$ cat config.mk
export PLATFORM = sky130hd
export DESIGN_NAME = lidar_gated_visual_target_approach_top
export DESIGN_NICKNAME = d
export VERILOG_FILES = /design/src/sv/lgvta_pkg.sv /design/src/sv/lgvta_alu.sv /design/src/sv/lgvta_scan.sv /design/src/sv/lgvta_drive.sv /design/src/sv/lidar_gated_visual_target_approach_top.sv
export SDC_FILE = /design/constraint.sdc
export NUM_CORES = 1
export LEC_CHECK = 0
export BUFFER_PORTS_ARGS = -buffer_cell sky130_fd_sc_hd__clkbuf_2
export CAP_MARGIN = 20
export CORE_MARGIN = 2
export CORE_UTILIZATION = 29
export CTS_CLUSTER_SIZE = 12
export DETAILED_ROUTE_END_ITERATION = 10
export HOLD_SLACK_MARGIN = 0.03
export PLACE_DENSITY_LB_ADDON = 0.05
export SLEW_MARGIN = 20
export SYNTH_ARGS = -nofsm -noshare
export SYNTH_HDL_FRONTEND = slang
export SYNTH_SLANG_ARGS = --single-unit
export TNS_END_PERCENT = 1
$ cat constraint.sdc
create_clock -name clk -period 7.4 [get_ports clk]
set_input_delay 1.11 -clock clk [delete_from_list [all_inputs] [get_ports clk]]
set_output_delay 1.11 -clock clk [all_outputs]
set_load 0.01 [all_outputs]
$ cat src/sv/lgvta_pkg.sv
// ----------------------------------------------------------------------------
// lgvta_pkg: shared types and constants of the lidar gated target approach
// Transaction payloads, configuration record, command codes and the fixed
// constants of the steering law.
// ----------------------------------------------------------------------------
package lgvta_pkg;

	typedef enum logic [1:0] {
		CMD_SAMPLE = 2'd0,
		CMD_LAST   = 2'd1,
		CMD_EMPTY  = 2'd2,
		CMD_FRAME  = 2'd3
	} cmd_t;

	typedef struct packed {
		cmd_t        command;
		logic [15:0] sample_angle;
		logic [15:0] sample_range;
		logic        range_finite;
		logic [15:0] scan_range_min;
		logic [15:0] scan_range_max;
		logic        target_found;
		logic [11:0] target_x;
		logic [12:0] image_width;
	} in_item_t;

	typedef struct packed {
		logic               result_kind;
		logic [15:0]        front_distance;
		logic               distance_valid;
		logic               target_detected;
		logic               near_target;
		logic [10:0]        linear_speed;
		logic signed [15:0] turn_rate;
	} out_item_t;

	typedef struct packed {
		logic [15:0] sector_center;
		logic [14:0] sector_half_width;
		logic [15:0] stop_threshold;
		logic [15:0] resume_threshold;
		logic [7:0]  confirm_frames;
		logic [12:0] yaw_gain;
		logic [14:0] center_tolerance;
		logic [10:0] forward_speed;
	} cfg_t;

	// Configuration register indexes.
	localparam logic [2:0] CFG_SECTOR_CENTER     = 3'd0;
	localparam logic [2:0] CFG_SECTOR_HALF_WIDTH = 3'd1;
	localparam logic [2:0] CFG_STOP_THRESHOLD    = 3'd2;
	localparam logic [2:0] CFG_RESUME_THRESHOLD  = 3'd3;
	localparam logic [2:0] CFG_CONFIRM_FRAMES    = 3'd4;
	localparam logic [2:0] CFG_YAW_GAIN          = 3'd5;
	localparam logic [2:0] CFG_CENTER_TOLERANCE  = 3'd6;
	localparam logic [2:0] CFG_FORWARD_SPEED     = 3'd7;

	localparam cfg_t CFG_RESET = '{
		sector_center:     16'd32768,
		sector_half_width: 15'd1820,
		stop_threshold:    16'd520,
		resume_threshold:  16'd550,
		confirm_frames:    8'd2,
		yaw_gain:          13'd800,
		center_tolerance:  15'd2621,
		forward_speed:     11'd250
	};

	localparam logic                RESULT_REPORT = 1'b0;
	localparam logic                RESULT_DRIVE  = 1'b1;

	localparam logic signed [15:0] SEARCH_TURN_RATE   = 16'sd600;
	localparam logic [15:0]        CENTERED_LIMIT_Q15 = 16'd11469;
	localparam logic [12:0]        MIN_TURN           = 13'd120;
	localparam logic signed [15:0] MIN_TURN_RATE      = 16'sd120;
	localparam logic [15:0]        ERR_SAT_POS        = 16'd32767;
	localparam logic [15:0]        ERR_SAT_NEG_MAG    = 16'd32768;
	localparam logic [7:0]         COUNT_MAX          = 8'd255;

	// Shared adder: wide enough for the 13 x 16 bit shift-add product.
	localparam int ALU_W = 28;

	// Iteration counts: 15 quotient bits, 13 multiplier bits.
	localparam logic [3:0] DIV_LAST_STEP = 4'd14;
	localparam logic [3:0] MUL_LAST_STEP = 4'd12;

	typedef struct packed {
		logic             carry;
		logic [ALU_W-1:0] sum;
	} alu_res_t;

	typedef struct packed {
		logic [15:0] front_range;
		logic        front_valid;
	} front_t;

endpackage

$ cat src/sv/lgvta_alu.sv
// ----------------------------------------------------------------------------
// lgvta_alu: shared add and subtract unit
// One adder used by the divider for trial subtraction and by the multiplier
// for shift-and-add accumulation. Carry out on subtraction means a >= b.
// ----------------------------------------------------------------------------
module lgvta_alu (
	input  logic [lgvta_pkg::ALU_W-1:0] a,
	input  logic [lgvta_pkg::ALU_W-1:0] b,
	input  logic                        sub,
	output lgvta_pkg::alu_res_t         res
);

	logic [lgvta_pkg::ALU_W-1:0] b_op;

	assign b_op = sub ? ~b : b;
	assign {res.carry, res.sum} = {1'b0, a} + {1'b0, b_op}
		+ {{lgvta_pkg::ALU_W{1'b0}}, sub};

endmodule

$ cat src/sv/lgvta_scan.sv
// ----------------------------------------------------------------------------
// lgvta_scan: front sector minimum tracker
// Qualifies lidar samples against the sector and range gates, keeps the
// running minimum and turns it into the front distance at the end of a scan.
// ----------------------------------------------------------------------------
module lgvta_scan (
	input  logic                clk,
	input  logic                arst_n,
	input  logic                sample_en,
	input  logic                close_en,
	input  lgvta_pkg::in_item_t item,
	input  lgvta_pkg::cfg_t     cfg,
	output lgvta_pkg::front_t   front,
	output lgvta_pkg::front_t   front_next
);

	logic [15:0] min_q;
	logic        min_valid_q;
	logic [15:0] front_q;
	logic        front_valid_q;

	logic [15:0] diff;
	logic [15:0] mag;
	logic        counts;
	logic        take;
	logic [15:0] min_upd;
	logic        min_valid_upd;

	always_comb begin
		diff = item.sample_angle - cfg.sector_center;
		mag  = diff[15] ? (~diff + 16'd1) : diff;
		counts = (mag <= {1'b0, cfg.sector_half_width}) && item.range_finite
			&& (item.sample_range > item.scan_range_min)
			&& (item.sample_range < item.scan_range_max);
		take = sample_en && counts && (!min_valid_q || item.sample_range < min_q);
		min_upd       = take ? item.sample_range : min_q;
		min_valid_upd = take || min_valid_q;
		// An empty scan ignores the sample fields altogether.
		if (item.command == lgvta_pkg::CMD_LAST && min_valid_upd) begin
			front_next.front_range = min_upd;
			front_next.front_valid = 1'b1;
		end else begin
			front_next.front_range = 16'd0;
			front_next.front_valid = 1'b0;
		end
	end

	always_ff @(posedge clk or negedge arst_n) begin
		if (!arst_n) begin
			min_q         <= 16'hFFFF;
			min_valid_q   <= 1'b0;
			front_q       <= 16'd0;
			front_valid_q <= 1'b0;
		end else if (close_en) begin
			min_q         <= 16'hFFFF;
			min_valid_q   <= 1'b0;
			front_q       <= front_next.front_range;
			front_valid_q <= front_next.front_valid;
		end else if (take) begin
			min_q       <= min_upd;
			min_valid_q <= min_valid_upd;
		end
	end

	assign front.front_range = front_q;
	assign front.front_valid = front_valid_q;

endmodule

$ cat src/sv/lgvta_drive.sv
// ----------------------------------------------------------------------------
// lgvta_drive: camera frame steering sequencer
// Works out the Q15 centering error by restoring division, scales it by the
// yaw gain by shift-and-add, both on the shared adder, then applies the
// minimum turn, the close-frame confirmation and the stop latch.
// ----------------------------------------------------------------------------
module lgvta_drive (
	input  logic                 clk,
	input  logic                 arst_n,
	input  logic                 start,
	input  lgvta_pkg::in_item_t  frame,
	input  lgvta_pkg::cfg_t      cfg,
	input  lgvta_pkg::front_t    front,
	output logic                 busy,
	output logic                 done,
	output lgvta_pkg::out_item_t result
);

	typedef enum logic [3:0] {
		ST_IDLE = 4'b0001,
		ST_DIV  = 4'b0010,
		ST_MUL  = 4'b0100,
		ST_POST = 4'b1000
	} state_t;

	state_t                      state_q;
	logic [3:0]                  step_q;
	logic [12:0]                 rem_q;
	logic [14:0]                 quot_q;
	logic [12:0]                 width_q;
	logic [15:0]                 aerr_q;
	logic                        err_neg_q;
	logic                        found_q;
	logic [lgvta_pkg::ALU_W-1:0] acc_q;
	logic                        latch_q;
	logic [7:0]                  count_q;

	logic [13:0]                 twice_x;
	logic [13:0]                 numer;
	logic [12:0]                 numer_mag;
	logic [lgvta_pkg::ALU_W-1:0] alu_a;
	logic [lgvta_pkg::ALU_W-1:0] alu_b;
	logic                        alu_sub;
	lgvta_pkg::alu_res_t         alu_res;
	logic [14:0]                 quot_next;
	logic [3:0]                  gain_idx;

	logic [12:0]                 turn_mag;
	logic signed [15:0]          turn_prop;
	logic signed [15:0]          turn_cmd;
	logic                        close;
	logic [7:0]                  count_next;
	logic                        latch_next;
	logic                        near;

	always_comb begin
		twice_x   = {1'b0, frame.target_x, 1'b0};
		numer     = {1'b0, frame.image_width} - twice_x;
		numer_mag = numer[13] ? 13'(~numer + 14'd1) : numer[12:0];
	end

	always_comb begin
		gain_idx = MUL_IDX(step_q);
		if (state_q == ST_DIV) begin
			alu_a   = {{(lgvta_pkg::ALU_W-14){1'b0}}, rem_q, 1'b0};
			alu_b   = {{(lgvta_pkg::ALU_W-13){1'b0}}, width_q};
			alu_sub = 1'b1;
		end else begin
			alu_a   = {acc_q[lgvta_pkg::ALU_W-2:0], 1'b0};
			alu_b   = cfg.yaw_gain[gain_idx]
				? {{(lgvta_pkg::ALU_W-16){1'b0}}, aerr_q} : '0;
			alu_sub = 1'b0;
		end
		quot_next = {quot_q[13:0], alu_res.carry};
	end

	function automatic logic [3:0] MUL_IDX(input logic [3:0] step);
		MUL_IDX = lgvta_pkg::MUL_LAST_STEP - step;
	endfunction

	lgvta_alu u_alu (
		.a   (alu_a),
		.b   (alu_b),
		.sub (alu_sub),
		.res (alu_res)
	);

	// Final steering law, evaluated in the closing cycle.
	always_comb begin
		turn_mag  = acc_q[lgvta_pkg::ALU_W-1:15];
		turn_prop = err_neg_q ? $signed({3'b000, turn_mag})
			: -$signed({3'b000, turn_mag});
		turn_cmd = turn_prop;
		if (turn_mag < lgvta_pkg::MIN_TURN && aerr_q > {1'b0, cfg.center_tolerance}) begin
			turn_cmd = (err_neg_q && turn_mag != 13'd0)
				? lgvta_pkg::MIN_TURN_RATE : -lgvta_pkg::MIN_TURN_RATE;
		end

		close = front.front_valid && front.front_range <= cfg.stop_threshold;
		if (close) begin
			count_next = (count_q == lgvta_pkg::COUNT_MAX) ? count_q : count_q + 8'd1;
		end else begin
			count_next = 8'd0;
		end
		latch_next = latch_q;
		near       = 1'b0;
		if (count_next >= cfg.confirm_frames) begin
			latch_next = 1'b1;
			near       = 1'b1;
		end else if (latch_q) begin
			if (front.front_valid && front.front_range > cfg.resume_threshold) begin
				latch_next = 1'b0;
				count_next = 8'd0;
			end else begin
				near = 1'b1;
			end
		end

		result.result_kind     = lgvta_pkg::RESULT_DRIVE;
		result.front_distance  = front.front_range;
		result.distance_valid  = front.front_valid;
		result.target_detected = found_q;
		if (!found_q) begin
			result.near_target  = 1'b0;
			result.linear_speed = 11'd0;
			result.turn_rate    = lgvta_pkg::SEARCH_TURN_RATE;
		end else if (near) begin
			result.near_target  = 1'b1;
			result.linear_speed = 11'd0;
			result.turn_rate    = 16'sd0;
		end else begin
			result.near_target  = 1'b0;
			result.linear_speed = (aerr_q < lgvta_pkg::CENTERED_LIMIT_Q15)
				? cfg.forward_speed : 11'd0;
			result.turn_rate    = turn_cmd;
		end
	end

	always_ff @(posedge clk or negedge arst_n) begin
		if (!arst_n) begin
			state_q <= ST_IDLE;
			step_q  <= 4'd0;
			latch_q <= 1'b0;
			count_q <= 8'd0;
		end else begin
			case (state_q)
				ST_IDLE: begin
					if (start) begin
						step_q <= 4'd0;
						if (!frame.target_found || frame.image_width == 13'd0) begin
							state_q <= ST_POST;
						end else if (numer_mag >= frame.image_width) begin
							state_q <= ST_MUL;
						end else begin
							state_q <= ST_DIV;
						end
					end
				end
				ST_DIV: begin
					step_q <= step_q + 4'd1;
					if (step_q == lgvta_pkg::DIV_LAST_STEP) begin
						step_q  <= 4'd0;
						state_q <= ST_MUL;
					end
				end
				ST_MUL: begin
					step_q <= step_q + 4'd1;
					if (step_q == lgvta_pkg::MUL_LAST_STEP) begin
						state_q <= ST_POST;
					end
				end
				ST_POST: begin
					state_q <= ST_IDLE;
					if (found_q) begin
						latch_q <= latch_next;
						count_q <= count_next;
					end else begin
						latch_q <= 1'b0;
						count_q <= 8'd0;
					end
				end
				default: begin
					state_q <= ST_IDLE;
				end
			endcase
		end
	end

	// Datapath registers.
	always_ff @(posedge clk) begin
		case (state_q)
			ST_IDLE: begin
				if (start) begin
					found_q   <= frame.target_found;
					width_q   <= frame.image_width;
					rem_q     <= numer_mag;
					quot_q    <= 15'd0;
					acc_q     <= '0;
					err_neg_q <= numer[13];
					if (frame.image_width == 13'd0) begin
						aerr_q    <= 16'd0;
						err_neg_q <= 1'b0;
					end else if (numer[13]) begin
						aerr_q <= lgvta_pkg::ERR_SAT_NEG_MAG;
					end else begin
						aerr_q <= lgvta_pkg::ERR_SAT_POS;
					end
				end
			end
			ST_DIV: begin
				quot_q <= quot_next;
				rem_q  <= alu_res.carry ? alu_res.sum[12:0] : alu_a[12:0];
				if (step_q == lgvta_pkg::DIV_LAST_STEP) begin
					aerr_q <= {1'b0, quot_next};
				end
			end
			ST_MUL: begin
				acc_q <= alu_res.sum;
			end
			default: begin
			end
		endcase
	end

	assign busy = (state_q != ST_IDLE);
	assign done = (state_q == ST_POST);

endmodule

$ cat src/sv/lidar_gated_visual_target_approach_top.sv
// ----------------------------------------------------------------------------
// lidar_gated_visual_target_approach_top: lidar gated target approach
// Front distance tracking from lidar samples and drive commands from camera
// detections, with a configuration write port.
// ----------------------------------------------------------------------------
// Usage. Items arrive on the item channel (item_valid, item_stall, item) and
// results leave on the result channel (result_valid, result_stall, result);
// a transaction completes at a rising edge with valid high and stall low.
// A scan sample yields nothing. A last sample or an empty scan yields a front
// distance report through the pending slot and the output register. A camera
// frame yields one drive command. The sequencer runs 15 quotient steps, then
// 13 multiplier steps, on the single shared adder; a saturated error skips the
// division, and no target or a zero image width skips both.
// While a frame is being worked on, or a result waits for the output
// register, item_stall is high. A stalled result holds in the output register
// and one further result may wait behind it, after which the item channel
// stalls. Reset clears the running minimum, the front distance, the stop
// latch and the close frame count, and restores the register defaults.
// Configuration writes take effect at the next edge and belong to idle time.
// ----------------------------------------------------------------------------
module lidar_gated_visual_target_approach_top (
	input  logic                 clk,
	input  logic                 arst_n,
	input  logic                 item_valid,
	output logic                 item_stall,
	input  lgvta_pkg::in_item_t  item,
	output logic                 result_valid,
	input  logic                 result_stall,
	output lgvta_pkg::out_item_t result,
	input  logic                 cfg_we,
	input  logic [2:0]           cfg_index,
	input  logic [15:0]          cfg_data
);

	lgvta_pkg::cfg_t      cfg_q;
	lgvta_pkg::front_t    front;
	lgvta_pkg::front_t    front_next;
	lgvta_pkg::out_item_t pend_q;
	logic                 pend_valid_q;
	lgvta_pkg::out_item_t out_q;
	logic                 out_valid_q;
	lgvta_pkg::out_item_t report;
	lgvta_pkg::out_item_t drive_result;

	logic accept;
	logic sample_en;
	logic close_en;
	logic frame_en;
	logic drive_busy;
	logic drive_done;
	logic out_load;

	// Configuration registers; writes outside idle time are not guarded.
	always_ff @(posedge clk or negedge arst_n) begin
		if (!arst_n) begin
			cfg_q <= lgvta_pkg::CFG_RESET;
		end else if (cfg_we) begin
			case (cfg_index)
				lgvta_pkg::CFG_SECTOR_CENTER:     cfg_q.sector_center     <= cfg_data;
				lgvta_pkg::CFG_SECTOR_HALF_WIDTH: cfg_q.sector_half_width <= cfg_data[14:0];
				lgvta_pkg::CFG_STOP_THRESHOLD:    cfg_q.stop_threshold    <= cfg_data;
				lgvta_pkg::CFG_RESUME_THRESHOLD:  cfg_q.resume_threshold  <= cfg_data;
				lgvta_pkg::CFG_CONFIRM_FRAMES:    cfg_q.confirm_frames    <= cfg_data[7:0];
				lgvta_pkg::CFG_YAW_GAIN:          cfg_q.yaw_gain          <= cfg_data[12:0];
				lgvta_pkg::CFG_CENTER_TOLERANCE:  cfg_q.center_tolerance  <= cfg_data[14:0];
				lgvta_pkg::CFG_FORWARD_SPEED:     cfg_q.forward_speed     <= cfg_data[10:0];
				default: begin
				end
			endcase
		end
	end

	// The item channel is held off while a frame is in the sequencer or a
	// finished result has not yet reached the output register.
	assign item_stall = drive_busy || pend_valid_q;
	assign accept     = item_valid && !item_stall;
	assign sample_en  = accept && (item.command == lgvta_pkg::CMD_SAMPLE
		|| item.command == lgvta_pkg::CMD_LAST);
	assign close_en   = accept && (item.command == lgvta_pkg::CMD_LAST
		|| item.command == lgvta_pkg::CMD_EMPTY);
	assign frame_en   = accept && item.command == lgvta_pkg::CMD_FRAME;

	lgvta_scan u_scan (
		.clk        (clk),
		.arst_n     (arst_n),
		.sample_en  (sample_en),
		.close_en   (close_en),
		.item       (item),
		.cfg        (cfg_q),
		.front      (front),
		.front_next (front_next)
	);

	lgvta_drive u_drive (
		.clk    (clk),
		.arst_n (arst_n),
		.start  (frame_en),
		.frame  (item),
		.cfg    (cfg_q),
		.front  (front),
		.busy   (drive_busy),
		.done   (drive_done),
		.result (drive_result)
	);

	// A report carries the freshly closed front distance and nothing else.
	always_comb begin
		report                 = '0;
		report.result_kind     = lgvta_pkg::RESULT_REPORT;
		report.front_distance  = front_next.front_range;
		report.distance_valid  = front_next.front_valid;
	end

	// The pending slot moves into the output register once that is free or
	// being emptied in the same cycle.
	assign out_load = pend_valid_q && (!out_valid_q || !result_stall);

	always_ff @(posedge clk or negedge arst_n) begin
		if (!arst_n) begin
			pend_valid_q <= 1'b0;
			out_valid_q  <= 1'b0;
		end else begin
			if (close_en || drive_done) begin
				pend_valid_q <= 1'b1;
			end else if (out_load) begin
				pend_valid_q <= 1'b0;
			end
			if (out_load) begin
				out_valid_q <= 1'b1;
			end else if (!result_stall) begin
				out_valid_q <= 1'b0;
			end
		end
	end

	always_ff @(posedge clk) begin
		if (close_en) begin
			pend_q <= report;
		end else if (drive_done) begin
			pend_q <= drive_result;
		end
		if (out_load) begin
			out_q <= pend_q;
		end
	end

	assign result_valid = out_valid_q;
	assign result       = out_q;

	// A camera frame always occupies the sequencer in the following cycle.
	assert property (@(posedge clk) disable iff (!arst_n) frame_en |=> drive_busy)
		else $error("camera frame accepted without starting the sequencer");

	// A report never carries steering fields.
	assert property (@(posedge clk) disable iff (!arst_n)
		result_valid && result.result_kind == lgvta_pkg::RESULT_REPORT
		|-> !result.target_detected && !result.near_target
		&& result.linear_speed == 11'd0 && result.turn_rate == 16'sd0)
		else $error("front distance report with steering fields set");

	// Stopped at the target means no motion at all.
	assert property (@(posedge clk) disable iff (!arst_n)
		result_valid && result.near_target
		|-> result.linear_speed == 11'd0 && result.turn_rate == 16'sd0)
		else $error("motion commanded while stopped at the target");

	// A finished frame never lands on a result still waiting in the slot.
	assert property (@(posedge clk) disable iff (!arst_n)
		drive_done |-> !pend_valid_q)
		else $error("drive result would overwrite a pending result");

endmodule

==> flow_summary_export.csv <==
group,metric,value,unit
floorplan,die_area,71640,µm²
clock_network,clk_latency,0.57,ns
timing,rsz0062_at_grt,"no",
timing,finalCritPeriodShare,80.84,%
power,vdd_drop_max,209.5,µV
timing,hold_viol_final,0,
synth,synth_fa_ha_area_share,11.47,%
timing,max_freq,167.2,MHz
floorplan,start_util,29.34,%
routing,postRouteAntennaNets,0,
worst_setup_path,crit_path_end_kind,"flip-flop",
grt,grt_max_degree,67,
floorplan,die_y,267.7,µm
cells_and_area,mostFrequentLayoutCells,"nand2_1, inv_1, ha_1, clkbuf_2, edfxtp_1",
power,pwr-share-seq,35.7,%
clock_network,clock_path_buffers,3,
routing,drc,0,
clock_network,postCtsResizedCells,0,
synth,netlist-cell-type-count,90,
power,power.internal,0.004635,W
clock_network,post_cts_buffers,0,
synth,synth_edf_count,150,
clock_network,h-tree-depth,2,
timing,setup_tns,0,ns
clock_network,cts_hold_buf,0,
min_path,hp-class,"reg2reg",
grt,grt_pass1_wl,91.96,mm
clock_network,cts_tree,"done",
cells_and_area,final_nets,2473,
synth,synth_xor_xnor_area_share,3.382,%
floorplan,fp.dieW,267.7,µm
place,gp_congestion,0.8173,
worst_setup_path,path_max_fanout,16,
routing,drtIter0Drc,819,
worst_setup_path,r2r_setup_slack,1.42,ns
power,switching_power,0.002272,W
cells_and_area,antennaDiodeCount,0,
cells_and_area,final_cells,3139,
grt,grtUsageTotal,16.68,%
min_path,whs_endpoint,"result[36]",
synth,ys_warn_count,0,
worst_setup_path,rr_worst_depth,18,
place,dp_hpwl,44.10,mm
routing,vias_per_cell,4.800,
timing,relSlewSlack,32.22,%
grt,grt_pass1_vias,15400,
clock_network,clock-root-buffer,"clkbuf_16",
timing,final_max_slew_viol_count,0,
timing,hold_slack,0.4190,ns
synth,synth-compound-area-share,14.12,%
timing,worst_pin_slew,1.012,ns
floorplan,ios,166,
clock_network,clkSlewWorstSetupHoldPaths,0.06,ns
worst_setup_path,worst_ep_required_time,7.71,ns
outcome,status,"completed",
synth,netlist_area,20160,µm²
synth,async_flop_share,47.52,%
power,clkPwrFrac,33.6,%
synth,dominantRegCellSynth,"edfxtp_1",
cells_and_area,layout_commonest_cell,"nand2_1",
synth,synth_seq_cells,343,
min_path,hold_depth,0,
timing,period_minus_slack,5.982,ns
flow_run,max_cap_violations,0,
timing,final-setup-viol-count,0,
synth,synth_simple_gate_area_share,13.70,%
clock_network,clkSinkCount,343,
floorplan,core_area,68710,µm²
routing,totalWireLength,58.97,mm
min_path,hold_start,"pend_q[36]",
worst_setup_path,r2r_start,"u_drive.step_q[0]",
place,port_buffers,165,
synth,syn_avg_cell_area,10.05,µm²
grt,grt_overflow,0,
routing,vias,15068,
power,leakage,10.62,nW
synth,synth_top_family_by_area,"compound AO/OA/AOI/OAI gates",
worst_setup_path,r2r-end,"u_drive.rem_q[1]",
clock_network,cts_buffers,43,
place,dp_cells,3059,
synth,synthMuxAreaShare,6.169,%
synth,synth_seq_area_share,45.84,%
synth,syn-num-nets,2307,
worst_setup_path,startpoint_type,"flip-flop",
power,power_density,291.6,nW/µm²
grt,antenna_found_initial,1,
floorplan,core.rowCount,96,
power,pwr-share-comb,30.8,%
cells_and_area,drive_gt1_share,19.07,%
cells_and_area,area_growth,17.51,%
routing,routedWlPerCell,18.79,µm
routing,first_pass_iters,5,
timing,fin_skew,0.01352,ns
power,switching_share,32.89,%
synth,syn_inst,2007,
cells_and_area,final.fill_count,7018,
worst_setup_path,crit_type,"reg2reg",
worst_setup_path,arrival,6.29,ns
[how the worst max path moves through the flow]
| stage | start | cells past startpoint | slack (ns) | end |
|---|---|---|---|---|
| 3_3_place_gp | item[75] | 24 | 1.22 | pend_q[30] |
| 3_5_place_dp | item[75] | 24 | 1.03 | pend_q[32] |
| 4_1_cts | u_drive.step_q[0] | 18 | 1.39 | u_drive.rem_q[1] |
| 6_report | u_drive.step_q[0] | 18 | 1.42 | u_drive.rem_q[1] |
| 5_1_grt | u_drive.step_q[0] | 18 | 1.09 | u_drive.rem_q[1] |
| 2_1_floorplan | item[75] | 22 | 1.66 | pend_q[30] |
[power groups by stage]
| stage | sequential, W | clock, W | combinational (W) |
|---|---|---|---|
| after floorplan | 0.00246 | 0 | 0.00151 |
| after global placement | 0.00250 | 0 | 0.00212 |
| after detailed placement | 0.00250 | 0 | 0.00214 |
| after CTS | 0.00247 | 0.00240 | 0.00216 |
| after global routing | 0.00250 | 0.00247 | 0.00242 |
| final | 0.00246 | 0.00232 | 0.00213 |
[kinds of logic (layout without fill, tap and decap cells)]
group	count (synthesis)	count (layout)
adders and majority gates	183	183
xor gates and xnor gates	77	77
muxes	108	108
buffers and inverters	278	479
and+or+nand+nor	578	578
DFF	343	343
AOI/OAI and AO/OA	440	440
[Yosys cell counts, types with 34 or more instances]
master	number	area (µm²)
a21o_1	36	270.3
a21oi_1	81	405.4
clkbuf_1	56	210.2
dfrtp_1	116	2903
dfstp_2	47	1235
edfxtp_1	150	4504
ha_1	180	2252
inv_1	210	788.3
mux2_2	65	732.0
nand2_1	260	975.9
nand3_1	34	170.2
nor2_1	91	341.6
o21ai_0	117	585.6
xnor2_1	48	420.4
[area by class of cell]
class	count	area, µm²	share of cell area, %
clock buffers	57	1231	5.197
clock inverters	23	335.3	1.415
inverters	210	788.3	3.327
multi-input cells	1386	9908	41.82
flip-flops and latches	343	9243	39.01
well taps	931	1165	4.917
repair buffers	189	1020	4.304
[routing by layer]
| layer | wire, µm | share of wire, % | track usage (%) |
|---|---|---|---|
| met1 | 29670 | 50 | 24.06 |
| met2 | 26330 | 45 | 26.38 |
| met3 | 1900 | 3.2 | 2.142 |
| met4 | 1067 | 1.8 | 4.062 |
| met5 | 0 | 0 | 0 |
[sequential cells by signal, summed over array words and instances, names as in the netlist, 4 cells and up]
name,count
u_drive.aerr_q,16
u_drive.width_q,13
u_drive.acc_q,28
u_scan.min_q,16
cfg_q,110
u_drive.rem_q,13
result,47
u_drive.step_q,4
u_drive.quot_q,14
pend_q,47
u_drive.state_q,4
u_scan.front_q,16
u_drive.count_q,8
[stage by stage]
step                instance area, µm²  utilization [%]  worst slack [ns]  power, W
floorplan                        20160                -             1.664  0.003972
global placement                 22110            32.18             1.215  0.004622
detailed placement               22120            32.20             1.027  0.004644
CTS                              23690            34.48             1.395  0.007021
global route                     23690            34.48             1.093  0.007383
finish                           23690            34.48             1.418  0.006907
[worst max-delay path, stage by stage, from the launching register on]
cell       delay (ns)
dfrtp_1          0.63
inv_1            0.13
ha_1             0.46
mux4_2           0.35
mux2_2           0.30
a21oi_1          0.15
buf_4            0.25
o22ai_1          0.18
fa_1             0.51
a21oi_1          0.26
o21ai_0          0.18
a2111oi_0        0.47
buf_4            0.21
nor3_1           0.05
or3_1            0.40
nand2_1          0.09
or3_1            0.43
mux2_1           0.40
mux2_2           0.27
Note: power is estimated with default switching activity, not from simulation.
